$ cat src/rtl/mbrd_pkg.sv
// Package for the Modbus RTU request deframer: word types, codes and CRC step.
// Used by mbrd_core and modbus_rtu_request_deframer_top; no dependencies.
package mbrd_pkg;

    // Request type codes
    localparam logic [1:0] REQ_BYTE    = 2'd0;
    localparam logic [1:0] REQ_TICK    = 2'd1;
    localparam logic [1:0] REQ_SILENCE = 2'd2;

    // Result status codes
    localparam logic ST_GOOD    = 1'b0;
    localparam logic ST_CRC_ERR = 1'b1;

    // Frame geometry
    localparam int          FRAME_BYTES   = 8;
    localparam int          STORED_BYTES  = FRAME_BYTES - 2;
    localparam logic [3:0]  LEN_NORMAL    = 4'(FRAME_BYTES);
    localparam logic [3:0]  LEN_EXCEPTION = 4'd5;

    // CRC-16/MODBUS constants
    localparam logic [15:0] CRC_INIT = 16'hFFFF;
    localparam logic [15:0] CRC_POLY = 16'hA001;
    localparam logic [15:0] AGE_MAX  = 16'hFFFF;
    localparam int          EXC_BIT  = 7;

    localparam logic [15:0] GAP_LIMIT_RESET = 16'd50;

    typedef struct packed {
        logic [1:0] req_type;
        logic [7:0] byte_value;
    } t_in_word;

    typedef struct packed {
        logic        status;
        logic [7:0]  station;
        logic [7:0]  function_code;
        logic [15:0] first_word;
        logic [15:0] second_word;
        logic [3:0]  frame_length;
    } t_out_word;

    // Fold one byte into the reflected CRC, one bit per step
    function automatic logic [15:0] crc_byte(input logic [15:0] crc_in,
                                             input logic [7:0]  data);
        logic [15:0] c;
        c = crc_in ^ {8'h00, data};
        for (int k = 0; k < 8; k++) begin
            if (c[0]) begin
                c = (c >> 1) ^ CRC_POLY;
            end else begin
                c = c >> 1;
            end
        end
        return c;
    endfunction

endpackage

$ cat src/rtl/modbus_rtu_request_deframer_top.sv
// Modbus RTU request deframer, top level: config register and result skid.
// Result words are registered into the output register, or the skid stage if blocked.
// Throughput: one input word per cycle while not stalled; the CRC byte step sets the path.
// Input stalls only while both the output register and skid stage hold words.
// Reset (synchronous, active low): empty frame, CRC 0xFFFF, gap limit 50.
// Depends on mbrd_pkg and mbrd_core.
module modbus_rtu_request_deframer_top (
    input  logic                i_clk,
    input  logic                i_rst_n,
    input  logic                i_in_valid,
    output logic                o_in_stall,
    input  mbrd_pkg::t_in_word  i_in_data,
    output logic                o_out_valid,
    input  logic                i_out_stall,
    output mbrd_pkg::t_out_word o_out_data,
    input  logic                i_cfg_valid,
    output logic                o_cfg_ready,
    input  logic [15:0]         i_cfg_data
);
    import mbrd_pkg::*;

    logic [15:0] r_gap_limit;
    logic        r_out_valid;
    t_out_word   r_out;
    logic        r_skid_valid;
    t_out_word   r_skid;

    logic        in_accept;
    logic        push;
    logic        pop;
    t_out_word   res;

    assign o_cfg_ready = 1'b1;
    assign o_in_stall  = r_skid_valid;
    assign in_accept   = i_in_valid && !r_skid_valid;
    assign pop         = r_out_valid && !i_out_stall;
    assign o_out_valid = r_out_valid;
    assign o_out_data  = r_out;

    mbrd_core u_core (
        .i_clk       (i_clk),
        .i_rst_n     (i_rst_n),
        .i_accept    (in_accept),
        .i_item      (i_in_data),
        .i_gap_limit (r_gap_limit),
        .o_res_valid (push),
        .o_res       (res)
    );

    // Gap limit register
    always_ff @(posedge i_clk) begin
        if (!i_rst_n) begin
            r_gap_limit <= GAP_LIMIT_RESET;
        end else if (i_cfg_valid && o_cfg_ready) begin
            r_gap_limit <= i_cfg_data;
        end
    end

    // Output register and skid stage: drain skid first, park when blocked
    always_ff @(posedge i_clk) begin
        if (!i_rst_n) begin
            r_out_valid  <= 1'b0;
            r_skid_valid <= 1'b0;
        end else if (r_skid_valid) begin
            if (pop) begin
                r_out_valid  <= 1'b1;
                r_skid_valid <= 1'b0;
            end
        end else if (push) begin
            if (!r_out_valid || pop) begin
                r_out_valid <= 1'b1;
            end else begin
                r_skid_valid <= 1'b1;
            end
        end else if (pop) begin
            r_out_valid <= 1'b0;
        end
    end

    // Result payload
    always_ff @(posedge i_clk) begin
        if (r_skid_valid) begin
            if (pop) begin
                r_out <= r_skid;
            end
        end else if (push) begin
            if (!r_out_valid || pop) begin
                r_out <= res;
            end else begin
                r_skid <= res;
            end
        end
    end

    // A parked word always sits behind a held one
    a_skid_behind_out: assert property (@(posedge i_clk) disable iff (!i_rst_n)
        r_skid_valid |-> r_out_valid)
        else $error("skid word held without output word");

    // A result only comes from an accepted byte
    a_result_from_byte: assert property (@(posedge i_clk) disable iff (!i_rst_n)
        push |-> (in_accept && (i_in_data.req_type == REQ_BYTE)))
        else $error("result without accepted byte");

    // A blocked result must be parked, not lost
    a_park_blocked: assert property (@(posedge i_clk) disable iff (!i_rst_n)
        (push && r_out_valid && i_out_stall) |=> r_skid_valid)
        else $error("blocked result not parked");

endmodule

$ cat src/rtl/mbrd_core.sv
// Frame assembly core: byte store, running CRC, frame age and result build.
// Depends on mbrd_pkg.
module mbrd_core (
    input  logic              i_clk,
    input  logic              i_rst_n,
    input  logic              i_accept,
    input  mbrd_pkg::t_in_word  i_item,
    input  logic [15:0]       i_gap_limit,
    output logic              o_res_valid,
    output mbrd_pkg::t_out_word o_res
);
    import mbrd_pkg::*;

    logic [15:0] r_crc, n_crc;
    logic [3:0]  r_held, n_held;
    logic [15:0] r_age, n_age;
    logic [7:0]  r_bytes [STORED_BYTES];

    logic [15:0] crc_next;
    logic [3:0]  held_inc;
    logic [7:0]  fc_now;
    logic [3:0]  need;
    logic        frame_done;
    logic        is_byte;

    assign is_byte  = i_accept && (i_item.req_type == REQ_BYTE);
    assign crc_next = crc_byte(r_crc, i_item.byte_value);
    assign held_inc = r_held + 4'd1;
    // Function code is the incoming byte when it is the second of the frame
    assign fc_now   = (r_held == 4'd1) ? i_item.byte_value : r_bytes[1];
    assign need     = fc_now[EXC_BIT] ? LEN_EXCEPTION : LEN_NORMAL;
    assign frame_done = is_byte && (held_inc >= 4'd2) && (held_inc >= need);

    // Next-state logic for CRC, count and age
    always_comb begin
        n_crc  = r_crc;
        n_held = r_held;
        n_age  = r_age;
        if (i_accept) begin
            case (i_item.req_type)
                REQ_BYTE: begin
                    if (frame_done) begin
                        n_crc  = CRC_INIT;
                        n_held = 4'd0;
                        n_age  = 16'd0;
                    end else begin
                        n_crc  = crc_next;
                        n_held = held_inc;
                        if (r_held == 4'd0) begin
                            n_age = 16'd0;
                        end
                    end
                end
                REQ_TICK: begin
                    if ((r_held != 4'd0) && (r_age != AGE_MAX)) begin
                        n_age = r_age + 16'd1;
                    end
                end
                REQ_SILENCE: begin
                    if ((r_held != 4'd0) && (r_age > i_gap_limit)) begin
                        n_crc  = CRC_INIT;
                        n_held = 4'd0;
                        n_age  = 16'd0;
                    end
                end
                default: begin
                end
            endcase
        end
    end

    // Build the result word for a completed frame
    always_comb begin
        o_res_valid = frame_done;
        o_res       = '0;
        o_res.frame_length = need;
        if (crc_next == 16'd0) begin
            o_res.status        = ST_GOOD;
            o_res.station       = r_bytes[0];
            o_res.function_code = fc_now;
            if (fc_now[EXC_BIT]) begin
                o_res.first_word  = {8'h00, r_bytes[2]};
                o_res.second_word = 16'd0;
            end else begin
                o_res.first_word  = {r_bytes[2], r_bytes[3]};
                o_res.second_word = {r_bytes[4], r_bytes[5]};
            end
        end else begin
            o_res.status = ST_CRC_ERR;
        end
    end

    // Control state
    always_ff @(posedge i_clk) begin
        if (!i_rst_n) begin
            r_crc  <= CRC_INIT;
            r_held <= 4'd0;
            r_age  <= 16'd0;
        end else begin
            r_crc  <= n_crc;
            r_held <= n_held;
            r_age  <= n_age;
        end
    end

    // Store the first bytes of the frame
    always_ff @(posedge i_clk) begin
        if (is_byte && (r_held < 4'(STORED_BYTES))) begin
            r_bytes[r_held[2:0]] <= i_item.byte_value;
        end
    end

endmodule
$ cat config.mk
export PLATFORM = sky130hd
export DESIGN_NAME = modbus_rtu_request_deframer_top
export DESIGN_NICKNAME = d
export VERILOG_FILES = /design/src/rtl/mbrd_pkg.sv /design/src/rtl/modbus_rtu_request_deframer_top.sv /design/src/rtl/mbrd_core.sv
export SDC_FILE = /design/constraint.sdc
export NUM_CORES = 1
export LEC_CHECK = 0
export ABC_AREA = 0
export BUFFER_PORTS_ARGS = -buffer_cell sky130_fd_sc_hd__buf_2
export CORE_MARGIN = 1.5
export CORE_UTILIZATION = 44
export DETAILED_ROUTE_END_ITERATION = 7
export PLACE_DENSITY_LB_ADDON = 0.2
export SLEW_MARGIN = 15
export SYNTH_ARGS = -nofsm -noshare
export SYNTH_HDL_FRONTEND = slang
export SYNTH_SLANG_ARGS = --single-unit
$ cat constraint.sdc
create_clock -name i_clk -period 5.6 [get_ports i_clk]
set_clock_uncertainty 0.05 [all_clocks]
set_input_delay 0.28 -clock i_clk [delete_from_list [all_inputs] [get_ports i_clk]]
set_output_delay 0.28 -clock i_clk [all_outputs]
set_load 0.005 [all_outputs]
## Yosys cells after proc, flatten, opt, wreduce, memory -nomap -nowiden

Memories as Yosys holds them, arrays and structs flattened.
Cells that the tools add are included.

- Add/sub/neg operators: 2
- $lt $le $gt $ge: 4
- Eq/ne operators: 9
- Muxes and demuxes: 39
- Bitwise operators: 11
- Reduce and logical (&&, ||, !) cells: 26

Operators with widths:

| operator | number |
|---|---|
| $mux 16 | 14 |
| $mux 53 | 4 |
| $mux 48 | 1 |
| $pmux 16 s3 | 1 |
| $mux 32 | 1 |
| $pmux 16 s2 | 1 |
| $not 2->3 | 8 |
| $add 16x1->16 const B | 1 |
| $gt 16x16->1 | 1 |
| $logic_not 16->1 | 1 |
| $ne 16x16->1 const B | 1 |
| $xor 16x8->16 | 1 |
| $mux 1 | 12 |
| $mux 4 | 3 |
| $reduce_and 3->1 | 4 |
| $logic_and 1x1->1 | 8 |
| $mux 8 | 1 |
| $pmux 4 s2 | 1 |
| $reduce_bool 2->1 | 4 |
| $ne 2x1->1 const B | 3 |
| $reduce_and 5->1 | 1 |
| $add 4x1->4 const B | 1 |
| $eq 4x1->1 const B | 1 |
| $ge 4x2->1 const B | 1 |
| 13 further kinds | 16 |

- Register bits: 160
- RAM bits: 48
- Input bits: 31
- Output and inout bits: 56
- Logic and storage cells: 110
- Memories: 1

Memory list:

| memory | words | bits a word | read ports | clocked after Yosys merged registers in | write ports | RTL line | text |
|---|---|---|---|---|---|---|---|
| u_core.r_bytes | 6 | 8 | 6 | 0 | 1 | mbrd_core.sv:17 | `logic [7:0] r_bytes [STORED_BYTES];` |

## Depth between registers and ports, before layout

- Depth in word-level cells: 22
- Depth in mapped cells: 14
- Gate-level depth less buffers: 12

## Hierarchy

A second synthesis with hierarchy kept.

- Cells, all modules: 685
- Area, all modules: 8982.4 um^2

Modules (own cells, without submodules):

| module | times used | cells an instance | area an instance (um^2) | sequential area each (um^2) |
|---|---|---|---|---|
| modbus_rtu_request_deframer_top | 1 | 232 | 4500.6 | 3543.4 |
| mbrd_core | 1 | 453 | 4481.8 | 2162.1 |

## Least setup slack after synthesis

OpenSTA, ideal clock, no wires.

- Kind: register -> register
- From: reg u_core.r_held[0]
- To: reg r_out, in the netlist o_out_data[10] (enable)
- Setup time: 0.477 ns
- Arrival: 5.219 ns
- Data required time: 5.073 ns
- Slack: -0.146 ns
- Stages on the path, launching flop included: 12
- Path buffers: 2
- Period minus slack after synthesis: 5.746 ns
- Path through: dfxtp_1 > ha_1 > nor3b_1 > buf_1 > mux2i_1 > clkbuf_1 > ha_1 > o21ai_0 > o21bai_1 > o211a_1 > a21oi_1 > a21oi_1

RTL lines:

| element | RTL line | text |
|---|---|---|
| start: declaration | mbrd_core.sv:15 | `logic [3:0] r_held, n_held;` |
| start signal: assignment | mbrd_core.sv:101 | `r_held <= n_held;` |
| end signal: assignment | modbus_rtu_request_deframer_top.sv:84 | `r_out <= r_skid;` |
| end signal: assignment | modbus_rtu_request_deframer_top.sv:88 | `r_out <= res;` |
| end: declaration | modbus_rtu_request_deframer_top.sv:24 | `t_out_word r_out;` |

## Worst setup path after layout

- From: reg u_core.r_crc[5]
- To: reg r_out, in the netlist o_out_data[52], data pin

- Longest elaborated chain between the ends: 16

RTL lines:

| element | RTL line | text |
|---|---|---|
| start: declaration | mbrd_core.sv:14 | `logic [15:0] r_crc, n_crc;` |
| start signal: assignment | mbrd_core.sv:100 | `r_crc <= n_crc;` |
| $xor 16x8->16 * | mbrd_pkg.sv:46 | `c = crc_in ^ {8'h00, data};` |
| $mux 16 * (4 in series) | mbrd_pkg.sv:48 | `if (c[0]) begin` |
| $not 2->3 (no source line) | n/a |  |
| $mux 16 * (3 in series) | mbrd_pkg.sv:48 |  |
| $not 2->3 (no source line) | n/a |  |
| $mux 16 * | mbrd_pkg.sv:48 |  |
| $logic_not 16->1 * | mbrd_core.sv:77 | `if (crc_next == 16'd0) begin` |
| $mux 1 * | mbrd_core.sv:77 |  |
| $mux 53 * | modbus_rtu_request_deframer_top.sv:87 | `if (!r_out_valid \|\| pop) begin` |
| $mux 53 * | modbus_rtu_request_deframer_top.sv:86 | `end else if (push) begin` |
| $mux 53 * | modbus_rtu_request_deframer_top.sv:82 | `if (r_skid_valid) begin` |

Every way passes the cells marked *; elsewhere a longest branch is shown, timed or not. The select of a mux whose other input is x is not followed.
A chain may end at the register's enable or synchronous reset.

==> results.txt <==
Status: complete, no violations
NetSw: 684 uW
Hold path depth: 3
Mean routed wirelength per cell: 17.4 um
Crit-path max FO: 28
Unique masters post-synth: 62
Root Driver: clkbuf_16
Pwr Total: 3.26 mW
Layout area overhead: 17.3%
Leak pwr: 4.05 nW
Share of cells above drive strength 1: 16.3%
Initial DRC Count: 447
Via Count: 6116
Number of synthesized flops with an enable pin: 150
Fmax: 240 MHz
Seq pwr share: 49.9%
Crit end category: flop
RSZ-0062 raised after global routing: false
1st-pass router iterations: 5
Layout Cells excl Fill: 1128
Buffer depth of the longest clock path: 3
Asr flop ratio synth: 0%
IO Port Bufs: 84
Hold Fails Final Rpt: 0
Total grt overflow: 0
Setup crit start kind: flop
Die Width: 146 um
Cell Rows: 52
Final setup fails: 0
CTS tree: done
Total die area: 21400 sq um
Register area: 5590 sq um
First-pass GRT wire length: 31700 um
Max-cap violations: 0
WS Path Type: flop to flop
Core Area: 20200 sq um
Largest net degree at the start of global routing: 81
CTS resizes: 0
Headroom to the max-slew limit: 19.5%
Initial antenna violation count: 0
Type of the most critical hold path: input pin to flop
TritonCTS Buffers: 22
# IOs: 87
Clock network fraction of design power: 44.6%
Ys Warns: 0
Worst endpoint required time: 5.79 ns
Layout filler cell count: 1802
Combinational Power Share: 5.6%
FF-to-FF path depth: 11
Final Max Slew Viols: 0
Syn Nets: 811
Worst-Margin Slew: 1.20 ns
Clk_lat worst skew: 0.50 ns
Post-synthesis sequential area ratio: 61.8%
Setup TNS: 0 ns
Total track usage: 18.5%
Routed Antenna Nets: 0
Internal power: 2.58 mW
Antenna cells: 0
Cells after DPL: 1073
Gpl congestion: 0.925
Sw Share: 21.0%
Max VDD drop: 0.148 mV
#FFs+latches synth: 204
Worst-path clk slew: 0.06 ns
Sink Count: 204
Multi-input logic area: 3140 sq um
Avg Synthesized Cell Area: 12.0 sq um
Initial core utilization: 44.8%
Vias in the first global route: 5929
Prevailing post-synth register cell: edfxtp_1
Cells after Synth: 753
Die Y: 146 um
CP arrival: 4.36 ns
Nets: 900
Pwr/cell area: 308 nW/um^2
Tmin final: 4.16 ns
Fin crit share: 74.4%
HPWL Detailed: 13300 um
Total routed wirelength: 19600 um
Cell area after synthesis: 9030 sq um
CTS H-tree depth: 1
DR DRC count: 0
Vias per cell: 5.42
timing repair:
item | CTS | global route
hold buffers | 15 | 0
buffers inserted | 0 | 0
endpoints found under the hold margin | 15 | 0
registers in the layout, indices dropped and copies added (netlist names):
signal / cells
o_in_stall: 1
o_out_data: 51
o_out_valid: 1
r_gap_limit: 16
r_skid: 51
u_core.r_age: 16
u_core.r_bytes: 48
u_core.r_crc: 16
u_core.r_held: 4
cell usage after synthesis (7+ instances only):
master | number | share of area, %
nor3_1 | 8 | 0.44
edfxtp_1 | 150 | 50
nor2_1 | 64 | 2.7
buf_2 | 7 | 0.39
nand2_1 | 56 | 2.3
xnor2_1 | 15 | 1.5
ha_1 | 27 | 3.7
and3_1 | 21 | 1.5
and2_1 | 25 | 1.7
clkbuf_1 | 30 | 1.2
a22o_1 | 24 | 2.3
nand3_1 | 16 | 0.89
nor3b_1 | 8 | 0.67
a21oi_1 | 17 | 0.94
o21ai_0 | 30 | 1.7
mux2i_1 | 30 | 3.3
nand4_1 | 11 | 0.76
dfxtp_1 | 54 | 12
nor4_1 | 7 | 0.48
o31ai_1 | 25 | 2.1
inv_1 | 37 | 1.5
worst paths after layout:
| path | startpoint | end | slack [ns] |
|---|---|---|---|
| worst min-delay path | i_cfg_data[10] | r_gap_limit[10]$_SDFFE_PN0P_ | 0.04 |
| worst min register to register | r_gap_limit[11]$_SDFFE_PN0P_ | r_gap_limit[11]$_SDFFE_PN0P_ | 0.44 |
| worst max register to register | u_core.r_crc[5]$_SDFFE_PN1P_ | o_out_data[52]$_DFFE_PP_ | 1.44 |
| worst max-delay path | u_core.r_crc[5]$_SDFFE_PN1P_ | o_out_data[52]$_DFFE_PP_ | 1.44 |
metal layers:
metal / global-route usage, % / share of wire (%) / vias up
met4: 5.10 / 1.9 / 0
met2: 31.1 / 48 / 174
met5: 0 / 0 / -
li1: - / - / 2967
met3: 2.53 / 4.5 / 30
met1: 25.1 / 45 / 2945
cell families after synthesis:
family,Yosys count,share of synthesized area (%)
AO/OA/AOI/OAI,144,11.4
XOR/XNOR,22,2.29
adder cells (fa/ha/maj),27,3.74
buffers and inverters,82,3.80
flip-flops,204,61.8
multiplexers,32,3.57
other,2,0.0832
AND/OR/NAND/NOR,240,13.3
cell type report:
class                           instances  share of cell area, %
Sequential cell                       204                   52.7
Multi-Input combinational cell        467                   29.7
Timing Repair Buffer                  110                   6.17
Clock buffer                           29                   5.65
Tap cell                              270                   3.19
Inverter                               37                   1.31
Clock inverter                         11                   1.25
worst max-delay path: stages, from the launching register on:
cell and delay [ns]:
dfxtp_1 0.32, xnor2_1 0.32, xnor2_1 0.24, xnor3_1 0.50, xnor2_1 0.23, ha_1 0.32
xnor2_1 0.22, nand2_1 0.07, or2_2 0.30, or3_1 0.68, buf_4 0.37, mux2_2 0.29
placed cells by master, fill, tap and decap left out, drive strengths merged, types with 17 or more instances in the layout:
master  Yosys  final
o31ai      25     25
clkbuf     30     29
nor2       64     64
and3       21     21
o21ai      30     30
dfxtp      54     54
ha         27     27
nand2      56     56
mux2i      30     30
edfxtp    150    150
inv        37     37
buf        15     95
a22o       24     24
a21oi      17     17
and2       25     25
stage by stage:
step,util (%),hold slack [ns],area (sq um),setup WS [ns]
2_1_floorplan,-,0.329,9030,0.999
3_3_place_gp,48.1,0.430,9710,1.41
3_5_place_dp,48.1,0.434,9710,1.31
4_1_cts,52.5,0.0236,10600,1.43
5_1_grt,52.5,0.0429,10600,1.15
6_report,52.5,0.0391,10600,1.44
power by group through the flow:
| stage | Clock (mW) | Combinational, mW | Sequential, mW |
|---|---|---|---|
| finish | 1.46 | 0.181 | 1.63 |
| global route | 1.55 | 0.199 | 1.63 |
| CTS | 1.49 | 0.180 | 1.63 |
| detailed placement | 0 | 0.171 | 1.66 |
| global placement | 0 | 0.167 | 1.66 |
| floorplan | 0 | 0.117 | 1.66 |
Note: power is estimated with default switching activity, not from simulation.
